File: config.mk
export PLATFORM = sky130hd
export DESIGN_NAME = serial_frame_finalizer_unit_flat
export DESIGN_NICKNAME = d
export VERILOG_FILES = /design/src/hdl/sff_pkg.sv /design/src/hdl/sff_stream_if.sv /design/src/hdl/sff_ram.sv /design/src/hdl/serial_frame_finalizer_unit.sv /design/src/flat_wrapper.sv
export SDC_FILE = /design/constraint.sdc
export NUM_CORES = 1
export LEC_CHECK = 0
export ABC_AREA = 1
export BUFFER_PORTS_ARGS = -buffer_cell sky130_fd_sc_hd__clkbuf_2
export CAP_MARGIN = 20
export CORE_AREA = 2 2 83 85
export CTS_BUF_LIST = sky130_fd_sc_hd__clkbuf_8
export DETAILED_ROUTE_END_ITERATION = 12
export DIE_AREA = 0 0 85 87
export GPL_ROUTABILITY_DRIVEN = 1
export PLACE_DENSITY = 0.57
export SLEW_MARGIN = 25
export SYNTH_ARGS = -nofsm -noshare
export SYNTH_HDL_FRONTEND = slang
export SYNTH_SLANG_ARGS = --single-unit
File: constraint.sdc
create_clock -name clk_i -period 1.6 [get_ports clk_i]
set_input_delay 0.08 -clock clk_i [delete_from_list [all_inputs] [get_ports clk_i]]
set_output_delay 0.08 -clock clk_i [all_outputs]
set_load 0.02 [all_outputs]
File: src/hdl/sff_pkg.sv
// ----------------------------------------------------------------------------
// sff_pkg
// Types, codes and constants shared by the serial frame finalizer files.
// ----------------------------------------------------------------------------
package sff_pkg;

  localparam int SFF_FRAME_BYTES = 64;

  // configuration register file
  localparam int NUM_CFG   = 5;
  localparam int CFG_IDX_W = 3;

  typedef enum logic [CFG_IDX_W-1:0] {
    CFG_SEND_DATA        = 3'd0,
    CFG_ENCAP_CLASS      = 3'd1,
    CFG_CHANNEL_ENCAP    = 3'd2,
    CFG_INSTANCE_ENCAP   = 3'd3,
    CFG_CALLBACK_RESTART = 3'd4
  } cfg_idx_e;

  localparam logic [7:0] SEND_DATA_RST        = 8'd19;
  localparam logic [7:0] ENCAP_CLASS_RST      = 8'd96;
  localparam logic [7:0] CHANNEL_ENCAP_RST    = 8'd13;
  localparam logic [7:0] INSTANCE_ENCAP_RST   = 8'd6;
  localparam logic [7:0] CALLBACK_RESTART_RST = 8'd10;
  localparam logic [7:0] CALLBACK_CNT_RST     = 8'd10;

  localparam logic [7:0] CHECKSUM_SEED   = 8'hFF;
  localparam logic [7:0] MC_CHANNEL_MARK = 8'd1;

  // frame layout
  localparam int LENGTH_IDX      = 1;
  localparam int FUNC_IDX        = 3;
  localparam int PAYLOAD_LEN_IDX = 5;
  localparam int ENCAP_AT        = 6;
  localparam int MIN_ENCAP_LEN   = 6;
  localparam int MC_HDR_BYTES    = 4;
  localparam int MI_HDR_BYTES    = 3;

  typedef enum logic [1:0] {
    MODE_LOAD     = 2'd0,
    MODE_FINALIZE = 2'd1,
    MODE_REISSUE  = 2'd2
  } mode_e;

  typedef enum logic [1:0] {
    STATUS_OK       = 2'd0,
    STATUS_OVERFLOW = 2'd1,
    STATUS_NO_FRAME = 2'd2
  } status_e;

  typedef enum logic [3:0] {
    S_IDLE,
    S_CHK,
    S_SHIFT,
    S_B5RD,
    S_B5WR,
    S_HDR,
    S_CB,
    S_EMIT
  } state_e;

  typedef struct packed {
    logic [1:0] mode;
    logic [7:0] data_byte;
    logic       callback_wanted;
    logic       multichannel;
    logic       multiinstance;
    logic [7:0] endpoint;
    logic [7:0] instance_number;
  } in_beat_t;

  typedef struct packed {
    logic [7:0] frame_byte;
    logic       last_byte;
    logic [1:0] status;
  } out_beat_t;

endpackage

File: src/hdl/sff_stream_if.sv
// ----------------------------------------------------------------------------
// sff_stream_if
// Valid/ready channel carrying one payload beat per handshake.
// ----------------------------------------------------------------------------
interface sff_stream_if #(
  parameter type payload_t = logic
) ();

  logic     valid;
  logic     ready;
  payload_t payload;

  modport source (output valid, output payload, input ready);
  modport sink   (input valid, input payload, output ready);

endinterface

File: src/hdl/sff_ram.sv
// ----------------------------------------------------------------------------
// sff_ram
// Generic simple dual-port RAM, one write and one registered read port.
// ----------------------------------------------------------------------------
module sff_ram #(
  parameter int WIDTH = 8,
  parameter int DEPTH = 64
) (
  input  logic                     clk_i,
  input  logic                     we_i,
  input  logic [$clog2(DEPTH)-1:0] waddr_i,
  input  logic [WIDTH-1:0]         wdata_i,
  input  logic [$clog2(DEPTH)-1:0] raddr_i,
  output logic [WIDTH-1:0]         rdata_o
);

  logic [WIDTH-1:0] mem [DEPTH];
  logic [WIDTH-1:0] rdata_q;

  always_ff @(posedge clk_i) begin
    if (we_i) begin
      mem[waddr_i] <= wdata_i;
    end
    rdata_q <= mem[raddr_i];
  end

  assign rdata_o = rdata_q;

endmodule

File: src/hdl/serial_frame_finalizer_unit.sv
// ----------------------------------------------------------------------------
// serial_frame_finalizer_unit
// Collects message bytes, finalizes them into a serial frame and streams it.
// ----------------------------------------------------------------------------
// A load beat is written to the frame RAM and the next beat is accepted right
// after it unless the output buffer is full. A finalize runs as a sequence
// over the single frame RAM: it reads the function byte, then, when an
// encapsulation header goes in, moves each payload byte up (frame length minus
// 6 bytes), reads and patches the payload length and writes the three or four
// header bytes, then writes a callback id if one is wanted, and then the frame
// streams out at one beat per cycle from the registered RAM read port, with
// the checksum computed on the fly and written back as the last beat. Output
// stalls hold the stream back beat for beat. A reissue starts its stream in
// the next cycle. Error results are a single beat. No new input is taken
// until a finalize or reissue has handed all its beats to the two-entry output
// buffer. The frame RAM needs no clearing after reset.
// ----------------------------------------------------------------------------
module serial_frame_finalizer_unit
  import sff_pkg::*;
#(
  parameter int FRAME_BYTES = SFF_FRAME_BYTES
) (
  input  logic                 clk_i,
  input  logic                 rst_ni,
  input  logic                 cfg_we_i,
  input  logic [CFG_IDX_W-1:0] cfg_idx_i,
  input  logic [7:0]           cfg_data_i,
  sff_stream_if.sink           in_i,
  sff_stream_if.source         out_o
);

  localparam int AW = $clog2(FRAME_BYTES);
  localparam int LW = $clog2(FRAME_BYTES + 1);
  localparam int TW = $clog2(FRAME_BYTES + 7);

  in_beat_t in_beat;
  assign in_beat = in_i.payload;

  state_e state_q, state_d;

  logic [7:0]    cfg_q [NUM_CFG];
  logic [LW-1:0] flen_q, flen_d;
  logic          done_q, done_d;
  logic          ovf_q, ovf_d;
  logic          hascb_q, hascb_d;
  logic [7:0]    cnt_q, cnt_d;

  // latched finalize request
  logic       req_cb_q, req_cb_d;
  logic       req_mc_q, req_mc_d;
  logic       req_mi_q, req_mi_d;
  logic [7:0] ep_q, ep_d;
  logic [7:0] inst_q, inst_d;

  logic [2:0]    ext_q, ext_d;
  logic [AW-1:0] sh_q, sh_d;
  logic [AW-1:0] lext_q, lext_d;
  logic [1:0]    hd_q, hd_d;
  logic          pend_q, pend_d;
  logic [AW-1:0] pend_addr_q, pend_addr_d;

  // stream sequencer
  logic [LW-1:0] em_rd_q, em_rd_d;
  logic          em_pend_q, em_pend_d;
  logic          em_sum_q, em_sum_d;
  logic [AW-1:0] em_idx_q, em_idx_d;
  logic [7:0]    sum_q, sum_d;

  // output buffer
  out_beat_t fifo_q [2];
  logic      fifo_wp_q, fifo_rp_q;
  logic [1:0] occ_q;
  logic      push;
  out_beat_t push_beat;

  logic          ram_we;
  logic [AW-1:0] ram_waddr, ram_raddr;
  logic [7:0]    ram_wdata, ram_rdata;

  logic          accept, pop;
  logic [7:0]    cb_id;
  logic          enc_hit;
  logic [2:0]    chk_ext;
  logic [TW-1:0] chk_total;
  logic          chk_fit;
  logic [LW-1:0] chk_lext, flen_m1, flen_m2;
  logic          em_issue;
  logic [7:0]    hdr_byte;

  assign in_i.ready  = (state_q == S_IDLE) && (occ_q != 2'd2);
  assign accept      = in_i.valid && in_i.ready;
  assign out_o.valid = (occ_q != 2'd0);
  assign out_o.payload = fifo_q[fifo_rp_q];
  assign pop         = out_o.valid && out_o.ready;

  assign cb_id = (cnt_q == 8'd0) ? cfg_q[CFG_CALLBACK_RESTART] : cnt_q;

  assign enc_hit   = (req_mc_q || req_mi_q) && (flen_q >= LW'(MIN_ENCAP_LEN))
                     && (ram_rdata == cfg_q[CFG_SEND_DATA]);
  assign chk_ext   = enc_hit ? (req_mc_q ? 3'(MC_HDR_BYTES) : 3'(MI_HDR_BYTES)) : 3'd0;
  assign chk_total = TW'(flen_q) + TW'(chk_ext) + TW'(req_cb_q) + TW'(1);
  assign chk_fit   = (chk_total <= TW'(FRAME_BYTES));
  assign chk_lext  = flen_q + LW'(chk_ext);
  assign flen_m1   = flen_q - LW'(1);
  assign flen_m2   = flen_q - LW'(2);

  assign em_issue = (state_q == S_EMIT) && (em_rd_q < flen_q)
                    && ((3'(occ_q) + 3'(em_pend_q)) < (3'd2 + 3'(pop)));

  always_comb begin
    case (hd_q)
      2'd0:    hdr_byte = cfg_q[CFG_ENCAP_CLASS];
      2'd1:    hdr_byte = req_mc_q ? cfg_q[CFG_CHANNEL_ENCAP] : cfg_q[CFG_INSTANCE_ENCAP];
      2'd2:    hdr_byte = req_mc_q ? MC_CHANNEL_MARK : inst_q;
      default: hdr_byte = ep_q;
    endcase
  end

  // next state
  always_comb begin
    state_d = state_q;
    case (state_q)
      S_IDLE: begin
        if (accept) begin
          case (in_beat.mode)
            MODE_FINALIZE: begin
              if (done_q) begin
                state_d = S_EMIT;
              end else if (!ovf_q && (flen_q != '0)) begin
                state_d = S_CHK;
              end
            end
            MODE_REISSUE: begin
              if (done_q) begin
                state_d = S_EMIT;
              end
            end
            default: ;
          endcase
        end
      end
      S_CHK: begin
        if (!chk_fit) begin
          state_d = S_IDLE;
        end else if (chk_ext != 3'd0) begin
          state_d = (flen_q > LW'(ENCAP_AT)) ? S_SHIFT : S_B5RD;
        end else if (req_cb_q) begin
          state_d = S_CB;
        end else begin
          state_d = S_EMIT;
        end
      end
      S_SHIFT: begin
        if (sh_q == AW'(ENCAP_AT)) begin
          state_d = S_B5RD;
        end
      end
      S_B5RD: state_d = S_B5WR;
      S_B5WR: state_d = S_HDR;
      S_HDR: begin
        if (hd_q == 2'(ext_q - 3'd1)) begin
          state_d = req_cb_q ? S_CB : S_EMIT;
        end
      end
      S_CB: state_d = S_EMIT;
      S_EMIT: begin
        if (em_pend_q && em_sum_q) begin
          state_d = S_IDLE;
        end
      end
      default: state_d = S_IDLE;
    endcase
  end

  // datapath and memory control
  always_comb begin
    flen_d      = flen_q;
    done_d      = done_q;
    ovf_d       = ovf_q;
    hascb_d     = hascb_q;
    cnt_d       = cnt_q;
    req_cb_d    = req_cb_q;
    req_mc_d    = req_mc_q;
    req_mi_d    = req_mi_q;
    ep_d        = ep_q;
    inst_d      = inst_q;
    ext_d       = ext_q;
    sh_d        = sh_q;
    lext_d      = lext_q;
    hd_d        = hd_q;
    pend_d      = 1'b0;
    pend_addr_d = pend_addr_q;
    em_rd_d     = em_rd_q;
    em_pend_d   = 1'b0;
    em_sum_d    = em_sum_q;
    em_idx_d    = em_idx_q;
    sum_d       = sum_q;
    push        = 1'b0;
    push_beat   = '{frame_byte: 8'd0, last_byte: 1'b1, status: STATUS_OK};
    ram_raddr   = '0;
    ram_we      = 1'b0;
    ram_waddr   = '0;
    ram_wdata   = '0;

    // moved payload byte is written in the cycle after its read
    if (pend_q) begin
      ram_we    = 1'b1;
      ram_waddr = pend_addr_q;
      ram_wdata = ram_rdata;
    end

    case (state_q)
      S_IDLE: begin
        if (accept) begin
          case (in_beat.mode)
            MODE_LOAD: begin
              if (done_q) begin
                ram_we    = 1'b1;
                ram_waddr = '0;
                ram_wdata = in_beat.data_byte;
                flen_d    = LW'(1);
                done_d    = 1'b0;
                ovf_d     = 1'b0;
                hascb_d   = 1'b0;
              end else if (flen_q < LW'(FRAME_BYTES)) begin
                ram_we    = 1'b1;
                ram_waddr = flen_q[AW-1:0];
                ram_wdata = in_beat.data_byte;
                flen_d    = flen_q + LW'(1);
              end else begin
                ovf_d = 1'b1;
              end
            end
            MODE_FINALIZE: begin
              if (done_q) begin
                // restream the finished frame
              end else if (ovf_q) begin
                flen_d    = '0;
                ovf_d     = 1'b0;
                push      = 1'b1;
                push_beat.status = STATUS_OVERFLOW;
              end else if (flen_q == '0) begin
                push      = 1'b1;
                push_beat.status = STATUS_NO_FRAME;
              end else begin
                req_cb_d  = in_beat.callback_wanted;
                req_mc_d  = in_beat.multichannel;
                req_mi_d  = in_beat.multiinstance;
                ep_d      = in_beat.endpoint;
                inst_d    = in_beat.instance_number;
                ram_raddr = AW'(FUNC_IDX);
              end
            end
            MODE_REISSUE: begin
              if (!done_q) begin
                push      = 1'b1;
                push_beat.status = STATUS_NO_FRAME;
              end else if (hascb_q && (flen_q >= LW'(2))) begin
                ram_we    = 1'b1;
                ram_waddr = flen_m2[AW-1:0];
                ram_wdata = cb_id;
                cnt_d     = cb_id + 8'd1;
              end
            end
            default: ;
          endcase
        end
      end
      S_CHK: begin
        if (!chk_fit) begin
          flen_d    = '0;
          push      = 1'b1;
          push_beat.status = STATUS_OVERFLOW;
        end else begin
          ram_we    = 1'b1;
          ram_waddr = AW'(LENGTH_IDX);
          ram_wdata = 8'(chk_total - TW'(2));
          done_d    = 1'b1;
          flen_d    = chk_total[LW-1:0];
          hascb_d   = req_cb_q;
          ext_d     = chk_ext;
          lext_d    = chk_lext[AW-1:0];
          sh_d      = flen_m1[AW-1:0];
          hd_d      = 2'd0;
        end
      end
      S_SHIFT: begin
        ram_raddr   = sh_q;
        pend_d      = 1'b1;
        pend_addr_d = sh_q + AW'(ext_q);
        sh_d        = sh_q - AW'(1);
      end
      S_B5RD: begin
        ram_raddr = AW'(PAYLOAD_LEN_IDX);
      end
      S_B5WR: begin
        ram_we    = 1'b1;
        ram_waddr = AW'(PAYLOAD_LEN_IDX);
        ram_wdata = ram_rdata + 8'(ext_q);
      end
      S_HDR: begin
        ram_we    = 1'b1;
        ram_waddr = AW'(ENCAP_AT) + AW'(hd_q);
        ram_wdata = hdr_byte;
        hd_d      = hd_q + 2'd1;
      end
      S_CB: begin
        ram_we    = 1'b1;
        ram_waddr = lext_q;
        ram_wdata = cb_id;
        cnt_d     = cb_id + 8'd1;
      end
      S_EMIT: begin
        if (em_issue) begin
          ram_raddr = em_rd_q[AW-1:0];
          em_pend_d = 1'b1;
          em_idx_d  = em_rd_q[AW-1:0];
          em_sum_d  = (em_rd_q == flen_m1);
          em_rd_d   = em_rd_q + LW'(1);
        end
        if (em_pend_q) begin
          push = 1'b1;
          if (em_sum_q) begin
            // checksum slot: no read, value goes out and back into the frame
            push_beat = '{frame_byte: sum_q, last_byte: 1'b1, status: STATUS_OK};
            ram_we    = 1'b1;
            ram_waddr = em_idx_q;
            ram_wdata = sum_q;
          end else begin
            push_beat = '{frame_byte: ram_rdata, last_byte: 1'b0, status: STATUS_OK};
            if (em_idx_q != '0) begin
              sum_d = sum_q ^ ram_rdata;
            end
          end
        end
      end
      default: ;
    endcase

    if ((state_d == S_EMIT) && (state_q != S_EMIT)) begin
      em_rd_d   = '0;
      em_pend_d = 1'b0;
      sum_d     = CHECKSUM_SEED;
    end
  end

  always_ff @(posedge clk_i or negedge rst_ni) begin
    if (!rst_ni) begin
      cfg_q[CFG_SEND_DATA]        <= SEND_DATA_RST;
      cfg_q[CFG_ENCAP_CLASS]      <= ENCAP_CLASS_RST;
      cfg_q[CFG_CHANNEL_ENCAP]    <= CHANNEL_ENCAP_RST;
      cfg_q[CFG_INSTANCE_ENCAP]   <= INSTANCE_ENCAP_RST;
      cfg_q[CFG_CALLBACK_RESTART] <= CALLBACK_RESTART_RST;
    end else if (cfg_we_i) begin
      if (cfg_idx_i == CFG_SEND_DATA)        cfg_q[CFG_SEND_DATA]        <= cfg_data_i;
      if (cfg_idx_i == CFG_ENCAP_CLASS)      cfg_q[CFG_ENCAP_CLASS]      <= cfg_data_i;
      if (cfg_idx_i == CFG_CHANNEL_ENCAP)    cfg_q[CFG_CHANNEL_ENCAP]    <= cfg_data_i;
      if (cfg_idx_i == CFG_INSTANCE_ENCAP)   cfg_q[CFG_INSTANCE_ENCAP]   <= cfg_data_i;
      if (cfg_idx_i == CFG_CALLBACK_RESTART) cfg_q[CFG_CALLBACK_RESTART] <= cfg_data_i;
    end
  end

  always_ff @(posedge clk_i or negedge rst_ni) begin
    if (!rst_ni) begin
      state_q   <= S_IDLE;
      flen_q    <= '0;
      done_q    <= 1'b0;
      ovf_q     <= 1'b0;
      hascb_q   <= 1'b0;
      cnt_q     <= CALLBACK_CNT_RST;
      pend_q    <= 1'b0;
      em_pend_q <= 1'b0;
      em_rd_q   <= '0;
      hd_q      <= 2'd0;
      sh_q      <= '0;
      fifo_wp_q <= 1'b0;
      fifo_rp_q <= 1'b0;
      occ_q     <= 2'd0;
    end else begin
      state_q   <= state_d;
      flen_q    <= flen_d;
      done_q    <= done_d;
      ovf_q     <= ovf_d;
      hascb_q   <= hascb_d;
      cnt_q     <= cnt_d;
      pend_q    <= pend_d;
      em_pend_q <= em_pend_d;
      em_rd_q   <= em_rd_d;
      hd_q      <= hd_d;
      sh_q      <= sh_d;
      if (push) begin
        fifo_wp_q <= ~fifo_wp_q;
      end
      if (pop) begin
        fifo_rp_q <= ~fifo_rp_q;
      end
      occ_q <= occ_q + 2'(push) - 2'(pop);
    end
  end

  always_ff @(posedge clk_i) begin
    req_cb_q    <= req_cb_d;
    req_mc_q    <= req_mc_d;
    req_mi_q    <= req_mi_d;
    ep_q        <= ep_d;
    inst_q      <= inst_d;
    ext_q       <= ext_d;
    lext_q      <= lext_d;
    pend_addr_q <= pend_addr_d;
    em_sum_q    <= em_sum_d;
    em_idx_q    <= em_idx_d;
    sum_q       <= sum_d;
    if (push) begin
      fifo_q[fifo_wp_q] <= push_beat;
    end
  end

  sff_ram #(
    .WIDTH (8),
    .DEPTH (FRAME_BYTES)
  ) u_frame_ram (
    .clk_i   (clk_i),
    .we_i    (ram_we),
    .waddr_i (ram_waddr),
    .wdata_i (ram_wdata),
    .raddr_i (ram_raddr),
    .rdata_o (ram_rdata)
  );

  a_occ_bound: assert property (@(posedge clk_i) disable iff (!rst_ni)
    occ_q <= 2'd2)
    else $error("output buffer over capacity");

  a_sum_ends_run: assert property (@(posedge clk_i) disable iff (!rst_ni)
    (state_q == S_EMIT && em_pend_q && em_sum_q) |=> (state_q == S_IDLE))
    else $error("stream did not end after checksum beat");

  a_emit_write: assert property (@(posedge clk_i) disable iff (!rst_ni)
    (state_q == S_EMIT && ram_we) |-> (em_pend_q && em_sum_q))
    else $error("frame written during stream outside checksum slot");

  a_done_len: assert property (@(posedge clk_i) disable iff (!rst_ni)
    done_q |-> (flen_q >= LW'(2)))
    else $error("finished frame shorter than two bytes");

  a_shift_order: assert property (@(posedge clk_i) disable iff (!rst_ni)
    pend_q |-> (pend_addr_q > sh_q))
    else $error("payload move would overwrite an unread byte");

endmodule
File: src/flat_wrapper.sv
// flat-port wrapper written by rule: the top's interface ports become plain ports
module serial_frame_finalizer_unit_flat import sff_pkg::*;
#(
  parameter int FRAME_BYTES = SFF_FRAME_BYTES
)
  (clk_i, rst_ni, cfg_we_i, cfg_idx_i, cfg_data_i, in_i_valid, in_i_payload, in_i_ready, out_o_valid, out_o_payload, out_o_ready);
  sff_stream_if in_i_i ();
  sff_stream_if out_o_i ();
  input  logic clk_i;
  input  logic rst_ni;
  input  logic cfg_we_i;
  input  logic [CFG_IDX_W-1:0] cfg_idx_i;
  input  logic [7:0] cfg_data_i;
  input wire logic [$bits(in_i_i.valid)-1:0] in_i_valid;
  input wire logic [$bits(in_i_i.payload)-1:0] in_i_payload;
  output wire logic [$bits(in_i_i.ready)-1:0] in_i_ready;
  output wire logic [$bits(out_o_i.valid)-1:0] out_o_valid;
  output wire logic [$bits(out_o_i.payload)-1:0] out_o_payload;
  input wire logic [$bits(out_o_i.ready)-1:0] out_o_ready;
  assign in_i_i.valid = in_i_valid;
  assign in_i_i.payload = in_i_payload;
  assign in_i_ready = in_i_i.ready;
  assign out_o_valid = out_o_i.valid;
  assign out_o_payload = out_o_i.payload;
  assign out_o_i.ready = out_o_ready;
  serial_frame_finalizer_unit #(.FRAME_BYTES(FRAME_BYTES)) u_core (.clk_i(clk_i), .rst_ni(rst_ni), .cfg_we_i(cfg_we_i), .cfg_idx_i(cfg_idx_i), .cfg_data_i(cfg_data_i), .in_i(in_i_i), .out_o(out_o_i));
endmodule
; ---- After elaboration in Yosys (flattened, before gate mapping)
; Memory sizes are Yosys's and may differ from the RTL's. A register that Yosys moved wholly into a read port is not among the register bits.
; Index checks and enable logic that the tools add are counted.
[totals]
register_bits = 80
ram_bits = 534
out_inout_bits = 3
elab_cells = 140
n_memories = 2
[mem_list]
columns = memory, depth, word_bits, read_ports, rd_ports_with_merged_regs, wr, line
row1 = u_core.u_frame_ram.mem, 64, 8, 1, 1, 1, sff_ram.sv:17  ; logic [WIDTH-1:0] mem [DEPTH];
row2 = u_core.fifo_q, 2, 11, 1, 0, 1, serial_frame_finalizer_unit.sv:70  ; out_beat_t fifo_q [2];
[op_classes]
addsub = 11
magnitude_cmp = 3
eq_ne = 20
n_mux = 54
bitwise_logic = 4
n_reduce_logical = 28
[op_table]
columns = cell, n
row1 = $mux W8, 7
row2 = $mux W7, 7
row3 = $mux W6, 8
row4 = $pmux W8 S5, 1
row5 = $pmux W6 S5, 1
row6 = $pmux W4 S7, 1
row7 = $mux W11, 2
row8 = $eq A4 B3 Y1 const B, 5
row9 = $pmux W6 S3, 1
row10 = $mux W1, 17
row11 = $pmux W8 S2, 1
row12 = $add A7 B1 Y7 const B, 2
row13 = $reduce_and A2 Y1, 7
row14 = $mux W4, 3
row15 = $reduce_bool A2 Y1, 6
row16 = $mux W9, 1
row17 = $add A8 B1 Y8 const B, 1
row18 = $eq A4 B2 Y1 const B, 2
row19 = $logic_not A8 Y1, 1
row20 = $xor A8 B8 Y8, 1
row21 = $eq A7 B7 Y1, 1
row22 = $logic_and A1 B1 Y1, 7
row23 = $lt A7 B7 Y1, 1
row24 = $lt A7 B7 Y1 const B, 1
row25 = 31 further kinds, 35

; ---- Longest topological paths before layout
; Gate-level depths: netlist of run 1.
[depth]
word_depth = 8
depth_mapped = 11

; ---- Worst setup path after synthesis of run 1
; No wires, ideal clock.
[synth_timing]
path_kind = register -> register
startpoint = register u_core.flen_q[2]
endpoint = register u_core.em_sum_q (enable)
arrival_time_ns = 1.284
slack_ns = 0.024
path_stages_with_launch = 9
path_buffers = 1
synth_period_minus_slack_ns = 1.576
cell_sequence = dfrtp_1 > buf_2 > inv_1 > ha_1 > a21oi_1 > nand2_1 > nand2_1 > nand3_4 > clkinv_2
[synth_between]
elab_chain_cells = 4
[synth_rtl]
columns = item, line
row1 = start: declaration, serial_frame_finalizer_unit.sv:42  ; logic [LW-1:0] flen_q, flen_d;
row2 = start signal: assignment, serial_frame_finalizer_unit.sv:381  ; flen_q <= flen_d;
row3 = $lt A7 B7 Y1, serial_frame_finalizer_unit.sv:107  ; assign em_issue = (state_q == S_EMIT) && (em_rd_q < flen_q)
row4 = $logic_and A1 B1 Y1, serial_frame_finalizer_unit.sv:107
row5 = $logic_and A1 B1 Y1, serial_frame_finalizer_unit.sv:108  ; && ((3'(occ_q) + 3'(em_pend_q)) < (3'd2 + 3'(pop)));
row6 = $reduce_and A2 Y1 (no source line), --
row7 = end signal: assignment, serial_frame_finalizer_unit.sv:410  ; em_sum_q <= em_sum_d;
row8 = end: declaration, serial_frame_finalizer_unit.sv:65  ; logic em_sum_q, em_sum_d;
; No other way between the ends.
; A chain may end at the register's enable or synchronous reset.

; ---- Worst setup path after layout of run 1
[layout_timing]
startpoint = register u_core.occ_q[0]
endpoint = register u_core.em_sum_q (enable)
[layout_between]
elab_chain_cells = 6
word_cells_on_any_way = 7
cone_classes = add/sub (2) / order compare (1) / reduce/logical (4)
[layout_rtl]
columns = item, line
row1 = start: declaration, serial_frame_finalizer_unit.sv:72  ; logic [1:0] occ_q;
row2 = start signal: assignment, serial_frame_finalizer_unit.sv:397  ; occ_q <= occ_q + 2'(push) - 2'(pop);
row3 = $reduce_bool A2 Y1, serial_frame_finalizer_unit.sv:92  ; assign out_o.valid = (occ_q != 2'd0);
row4 = $logic_and A1 B1 Y1, serial_frame_finalizer_unit.sv:94  ; assign pop = out_o.valid && out_o.ready;
row5 = $add A2 B1 Y3, serial_frame_finalizer_unit.sv:108
row6 = $lt A3 B3 Y1 *, serial_frame_finalizer_unit.sv:108
row7 = $logic_and A1 B1 Y1 *, serial_frame_finalizer_unit.sv:108
row8 = $reduce_and A2 Y1 (no source line) *, --
; Mark *: on every way between the ends. The rest lies on a longest branch, timed or not.

==> results of run 1 <==
[how the worst max path moves through the flow]
stage          depth (start not counted)  slack [ns]                 to        startpoint
6_report                               9       -0.02    u_core.em_sum_q   u_core.occ_q[0]
2_1_floorplan                          8        0.02    u_core.em_sum_q  u_core.flen_q[2]
3_5_place_dp                           9       -0.06    u_core.em_sum_q   u_core.occ_q[0]
3_3_place_gp                           9       -0.03    u_core.em_sum_q   u_core.occ_q[0]
4_1_cts                                9       -0.07    u_core.em_sum_q  u_core.em_pend_q
5_1_grt                               12       -0.12  u_core.em_rd_q[0]   u_core.occ_q[0]
[flip-flops by register name (all words and copies together), names as in the netlist]
register / flops
u_core.em_rd_q: 7
u_core.flen_q: 7
u_core.sh_q: 6
u_core.state_q: 4
u_core.occ_q: 2
u_core.em_pend_q: 1
u_core.em_sum_q: 1
[what timing repair did]
item | 4_1_cts | 5_1_grt
resized for setup | 6 | 8
pin swaps | 7 | 6
hold buffers | 1 | 0
endpoints found under the hold margin | 27 | 0
setup buffers | 0 | 1
cloned | 1 | 0
setup endpoints to repair | 8 | 11
[critical path: cells and delay by family (launching register included)]
family / cells / cell delay, ns
adders and majority gates: 2 / 0.35
buffers and inverters: 2 / 0.14
DFF: 1 / 0.40
and+or+nand+nor: 5 / 0.45
[kinds of logic after synthesis]
family / count (synthesis) / synth area share
compound gates: 16 / 0.0449
xor+xnor: 19 / 0.0878
fa+ha+maj: 16 / 0.106
buf+inv: 43 / 0.0892
flops: 28 / 0.373
other cells: 1 / 0.00198
simple gates: 123 / 0.298
[metal layers]
layer / share of wire / routed length, µm
met1: 0.47 / 1860
met2: 0.48 / 1900
met3: 0.030 / 117
met4: 0.016 / 63
met5: 0 / 0
[per-stage QoR]
| stage | setup slack, ns | hold slack, ns | instances | instance area (µm²) | utilization |
|---|---|---|---|---|---|
| 6_report | -0.0235 | 0.321 | 358 | 2310 | 0.352 |
| 3_5_place_dp | -0.0630 | 0.185 | 351 | 2170 | 0.330 |
| 4_1_cts | -0.0720 | 0.306 | 357 | 2280 | 0.347 |
| 2_1_floorplan | 0.0245 | -0.216 | 247 | 1900 | - |
| 5_1_grt | -0.117 | 0.355 | 358 | 2310 | 0.352 |
| 3_3_place_gp | -0.0329 | 0.180 | 351 | 2170 | 0.330 |
[final cells by class]
cell class,instances,area [µm²]
Clock buffer,3,41.3
Clock inverter,1,30.0
Fill cell,687,4250
Inverter,40,155
Multi-Input combinational cell,177,1070
Sequential cell,28,706
Tap cell,80,100
Timing Repair Buffer,29,208
[report_power, final]
part / total [mW] / internal (mW) / leakage (nW) / switching, mW
Clock: 0.590 / 0.336 / 0.0357 / 0.254
Combinational: 0.259 / 0.103 / 0.815 / 0.156
Sequential: 0.763 / 0.739 / 0.361 / 0.0238
[synth_stat cells]
master	count
nand2_1	62
inv_1	37
dfrtp_1	27
nor2_1	24
nand3_1	17
ha_1	16
xor2_1	13
o21ai_0	10
nand4_1	7
xnor2_1	6
a21oi_1	4
nand3b_1	3
nor3b_1	3
buf_2	2
inv_2	2
and3_1	1
buf_4	1
clkinv_2	1
conb_1	1
edfxtp_1	1
nand2_2	1
nand2_4	1
nand3_2	1
nand3_4	1
nor2_2	1
nor3_2	1
o21a_1	1
o21bai_1	1
==> impl_results.md, run 1 <==
* Post-Syn Area per Cell at 7.70 µm²
* Met2 GRT Util at 0.204
* Antenna viol nets, final at 0
* Synth top area cells: dfrtp_1 (36%), nand2_1 (12%), ha_1 (11%)
* R2r endpoint: u_core.em_sum_q
* R2R Path Start: u_core.occ_q[0]
* Worst slew pin tran at 0.736 ns
* Area growth, synth to finish at 22.2%
* Initial core utilization at 0.288
* Final WL at 3.94 mm
* Grt peak-use layer: met2
* Worst vdd ir at 0.469 mV
* Pins Over Slew Limit at 0
* Most frequent cells in the layout: nand2_1 (59), inv_1 (37), dfrtp_1 (27), buf_4 (23), nor2_1 (21)
* Slew HR at 0.509
* Avg WL per Cell at ~11 µm
* Via count at around 1,600
* Leak Pwr at 1.21 nW
* Setup TNS Final at -0.0235 ns
* Failing checks: negative setup slack
* Final setup fails at 1
* Largest net degree at the start of global routing at 28
* IO Count at 20
* HP Class: input port to flip-flop
* Distinct cells, synth at 28
* Core Area at around 6600 µm²
* GRT Util Overall at 0.118
* Clock-pin slew on the worst setup and hold paths at 0.11 ns
* Worst Setup End Kind: flip-flop
* Crit path largest cell delay at 0.40 ns
* Total of max-cap violations at 0
* Setup ws final at -0.0235 ns
* Clk_lat worst skew at around 0.28 ns
* CP max-delay cell: dfrtp_1
* Pwr Total at 1.61 mW
* Crit path DAT at approximately 1.7 ns
* Drt initial violations at between 70 and 80
* Clk root buf: clkbuf_8
* Share of the synthesized area in the top cell type at 0.357
* CP Class: flip-flop to flip-flop
* Worst Reg-to-Reg Cells at 9
* Antenna violations before repair at 0
* Layout Nets at 312
* Largest fanout on the critical path at 5
* Chip height at 87 µm
* DR pass1 iterations at 4
* Placer Congestion at 0.783
* Die width at roughly 85 µm
* HPWL reported at the end of detailed placement at 2.97 mm
* RSZ-0062 raised after global routing: yes
* First-pass GRT wire length at approximately 7.1 mm
* Clock tree buffer depth at 2
* CP required at 1.62 ns
* Met3 Track Usage GR at 0.0227
* Fmax at 616 MHz
* Startpoint types: flip-flop
* WHS Endpoint: u_core.flen_q[0]
* Overflow after GRT at 0
* Post-synthesis cell count at 246
* Met1 usage at 0.145
* Layout cells sized above 1 at 0.194
* Vias in the first global route at 1,625
* Fin crit share at 1.01
* Row count at 30
* CTS tree: yes
* Die area at approximately 7400 µm²
* Antenna diodes at 0
* Outcome: finished with violations
* Commonest non-fill, non-tap cell in the layout: nand2_1
* CTS Sinks at 28
* FF-to-FF setup slack at -0.02 ns
* Min-delay src: in_i_valid
* DRC viols at 0
* CP Cell Sequence: ha_2 > ha_2 > nor2_2 > nand2_1 > inv_1 > nand2_2 > nor2_4 > nand3_4 > clkinv_4
* Synthesized area at ~1900 µm²
* Post-synthesis sequential area ratio at 0.373
* Final Skew at around 0.0014 ns
* Final hold vios at 0
* Yosys warns at 0
* Synth Register Bits at 28
* Cell repeated most along the worst path: ha_2
* Min cycle time layout at 1.62 ns
* Worst hold path depth at 5
* Largest area contributor in the netlist: dfrtp_1
* CTS Buf Count at 3
* Port Buffers at 5
* Pwr dens at 696 nW/µm²
* CTS H-tree depth at 1
* Vias per cell at 4.44
Power figures use the tool's default switching activity.
==> run 2, diff against run 1 <==
RECOVER_POWER = 100   (was default)
==> run 2 against run 1 <==
Effect of this change: design area shrank 0.54%; final cell count is the same; power shrank 0.43%; largest cell class unchanged; hold slack lost 0.018 ns; maximum frequency shrank 0.16%; core utilization shrank 0.19 points; the run still ends with negative setup slack left; worst setup slack lost 0.0026 ns; critical path type unchanged; die area is the same; highest routed layer unchanged.
==> impl_results.md, run 2 (synthesis gave the netlist of run 1 again) <==
* Outcome: finished with violations
* Failing checks: negative setup slack
* Worst Reg-to-Reg Cells at 9 (unchanged)
* Total of max-cap violations at 0 (unchanged)
* Largest net degree at the start of global routing at 28 (unchanged)
* HP Class: input port to flip-flop
* Pwr dens at 697 nW/µm² (+0.11%)
* Final Skew at 0.00286 ns (+0.00146 ns)
* CP required at 1.62 ns (about the same)
* Worst slew pin tran at 0.738 ns (+0.00169 ns)
* Antenna diodes at 0 (unchanged)
* Crit path DAT at 1.65 ns (about the same)
* Fin crit share at 1.02 (+0.00165)
* Commonest non-fill, non-tap cell in the layout: nand2_1
* DR pass1 iterations at 4 (unchanged)
* R2r endpoint: u_core.em_sum_q
* Drt initial violations at 81 (+9.5%)
* Slew HR at 0.508 (-0.00113)
* Setup ws final at -0.0262 ns (-0.00263 ns)
* CTS Buf Count at 3 (unchanged)
* Setup TNS Final at -0.0275 ns (-0.00399 ns)
* GRT Util Overall at 0.118 (unchanged)
* CTS tree: yes
* CP Class: flip-flop to flip-flop
* FF-to-FF setup slack at -0.03 ns (about the same)
* Non-Filler Instances at 358 (unchanged)
* CTS H-tree depth at 1 (unchanged)
* HPWL reported at the end of detailed placement at 2.97 mm (unchanged)
* Avg WL per Cell at 11.0 µm (+0.10%)
* Largest fanout on the critical path at 5 (unchanged)
* Fmax at 615 MHz (-0.16%)
* Multi-input logic area at 1060 µm² (-0.93%)
* Chip height at 87 µm (unchanged)
* WHS Endpoint: u_core.flen_q[0]
* Sequential Area at 706 µm² (unchanged)
* Startpoint types: flip-flop
* Placed cell count at 351 (unchanged)
* Via count at 1,595 (+0.25%)
* Layout cells sized above 1 at 0.176 (-0.0180)
* Clock-pin slew on the worst setup and hold paths at 0.11 ns (about the same)
* Layout fillers at 688 (+0.15%)
* Antenna viol nets, final at 0 (unchanged)
* Row count at 30 (unchanged)
* R2R Path Start: u_core.occ_q[0]
* Core Area at 6570 µm² (unchanged)
* Pins Over Slew Limit at 0 (unchanged)
* CTS Sinks at 28 (unchanged)
* Vias in the first global route at 1,625 (unchanged)
* Port Buffers at 5 (unchanged)
* IO Count at 20 (unchanged)
* Antenna violations before repair at 0 (unchanged)
* Die width at 85 µm (unchanged)
* Final setup fails at 2 (+1)
* Leak Pwr at 1.21 nW (-0.49%)
* Largest regs: u_core.em_rd_q x7, u_core.flen_q x7, u_core.sh_q x6
* Clk_lat worst skew at 0.29 ns (about the same)
* Placer Congestion at 0.783 (unchanged)
* Clock tree buffer depth at 2 (unchanged)
* DRC viols at 0 (unchanged)
* Vias per cell at 4.46 (+0.25%)
* Worst Setup End Kind: flip-flop
* Layout Nets at 312 (unchanged)
* Final instance area at 2300 µm² (-0.54%)
* Worst hold path depth at 5 (unchanged)
* Area growth, synth to finish at 21.5%
* Min-delay src: in_i_valid
* Die area at 7400 µm² (unchanged)
* Final hold vios at 0 (unchanged)
* Initial core utilization at 0.288 (unchanged)
* Pwr Total at 1.60 mW (-0.43%)
* Final WL at 3.94 mm (+0.10%)
* Clk root buf: clkbuf_8
* First-pass GRT wire length at 7.09 mm (unchanged)
* Placed Area at 2170 µm² (unchanged)
* Overflow after GRT at 0 (unchanged)
* RSZ-0062 raised after global routing: yes
* Most frequent cells in the layout: nand2_1 (59), inv_1 (37), dfrtp_1 (27), nor2_1 (23), buf_4 (22)
* Min cycle time layout at 1.63 ns (+0.00263 ns)
* Worst vdd ir at 0.469 mV (about the same)
run 2: what timing repair did:
action | in CTS | in global routing
endpoints found under the setup margin | 8 | 11
pin swaps | 7 | 6
endpoints found under the hold margin | 27 | 0
resized for setup | 6 | 8
hold buffers | 1 | 0
gates cloned | 1 | 0
setup buffers | 0 | 1
run 2: layout make-up:
| class | instances | share of cell area |
|---|---|---|
| Inverter | 40 | 0.0674 |
| Sequential cell | 28 | 0.307 |
| Timing Repair Buffer | 29 | 0.0891 |
| Tap cell | 80 | 0.0435 |
| Multi-Input combinational cell | 177 | 0.462 |
| Clock inverter | 1 | 0.0130 |
| Clock buffer | 3 | 0.0179 |
run 2: critical path, cell delays in order (launching register included):
cell and delay (ns):
dfrtp_1 0.40, ha_2 0.18, ha_2 0.17, nor2_2 0.07, nand2_1 0.06, inv_1 0.07, nand2_2 0.06, nor2_4 0.12
nand3_4 0.14, clkinv_4 0.07
run 2: how the worst max path moves through the flow:
stage	from	to	slack (ns)	depth (start not counted)
after CTS	u_core.em_pend_q	u_core.em_sum_q	-0.07	9
after floorplan	u_core.flen_q[2]	u_core.em_sum_q	0.02	8
final	u_core.occ_q[0]	u_core.em_sum_q	-0.03	9
after detailed placement	u_core.occ_q[0]	u_core.em_sum_q	-0.06	9
after global placement	u_core.occ_q[0]	u_core.em_sum_q	-0.03	9
after global routing	u_core.occ_q[0]	u_core.em_rd_q[0]	-0.12	12
run 2: stage by stage:
stage                     setup slack (ns)   util  hold slack (ns)
after floorplan                     0.0245      -           -0.216
after global placement             -0.0329  0.330            0.180
after detailed placement           -0.0630  0.330            0.185
after CTS                          -0.0720  0.347            0.306
after global routing                -0.117  0.350            0.339
final                              -0.0262  0.350            0.303
run 2: metal layers:
metal / share of wire / up-vias / GRT usage
li1: - / 834 / -
met1: 0.47 / 731 / 0.145
met2: 0.48 / 24 / 0.204
met3: 0.032 / 6 / 0.0227
met4: 0.018 / 0 / 0.0476
met5: 0 / - / 0
run 2: power breakdown:
part           leakage, nW  internal, mW  switching (mW)
combinational        0.809        0.0974           0.156
sequential           0.361         0.739          0.0238
clock               0.0357         0.336           0.251
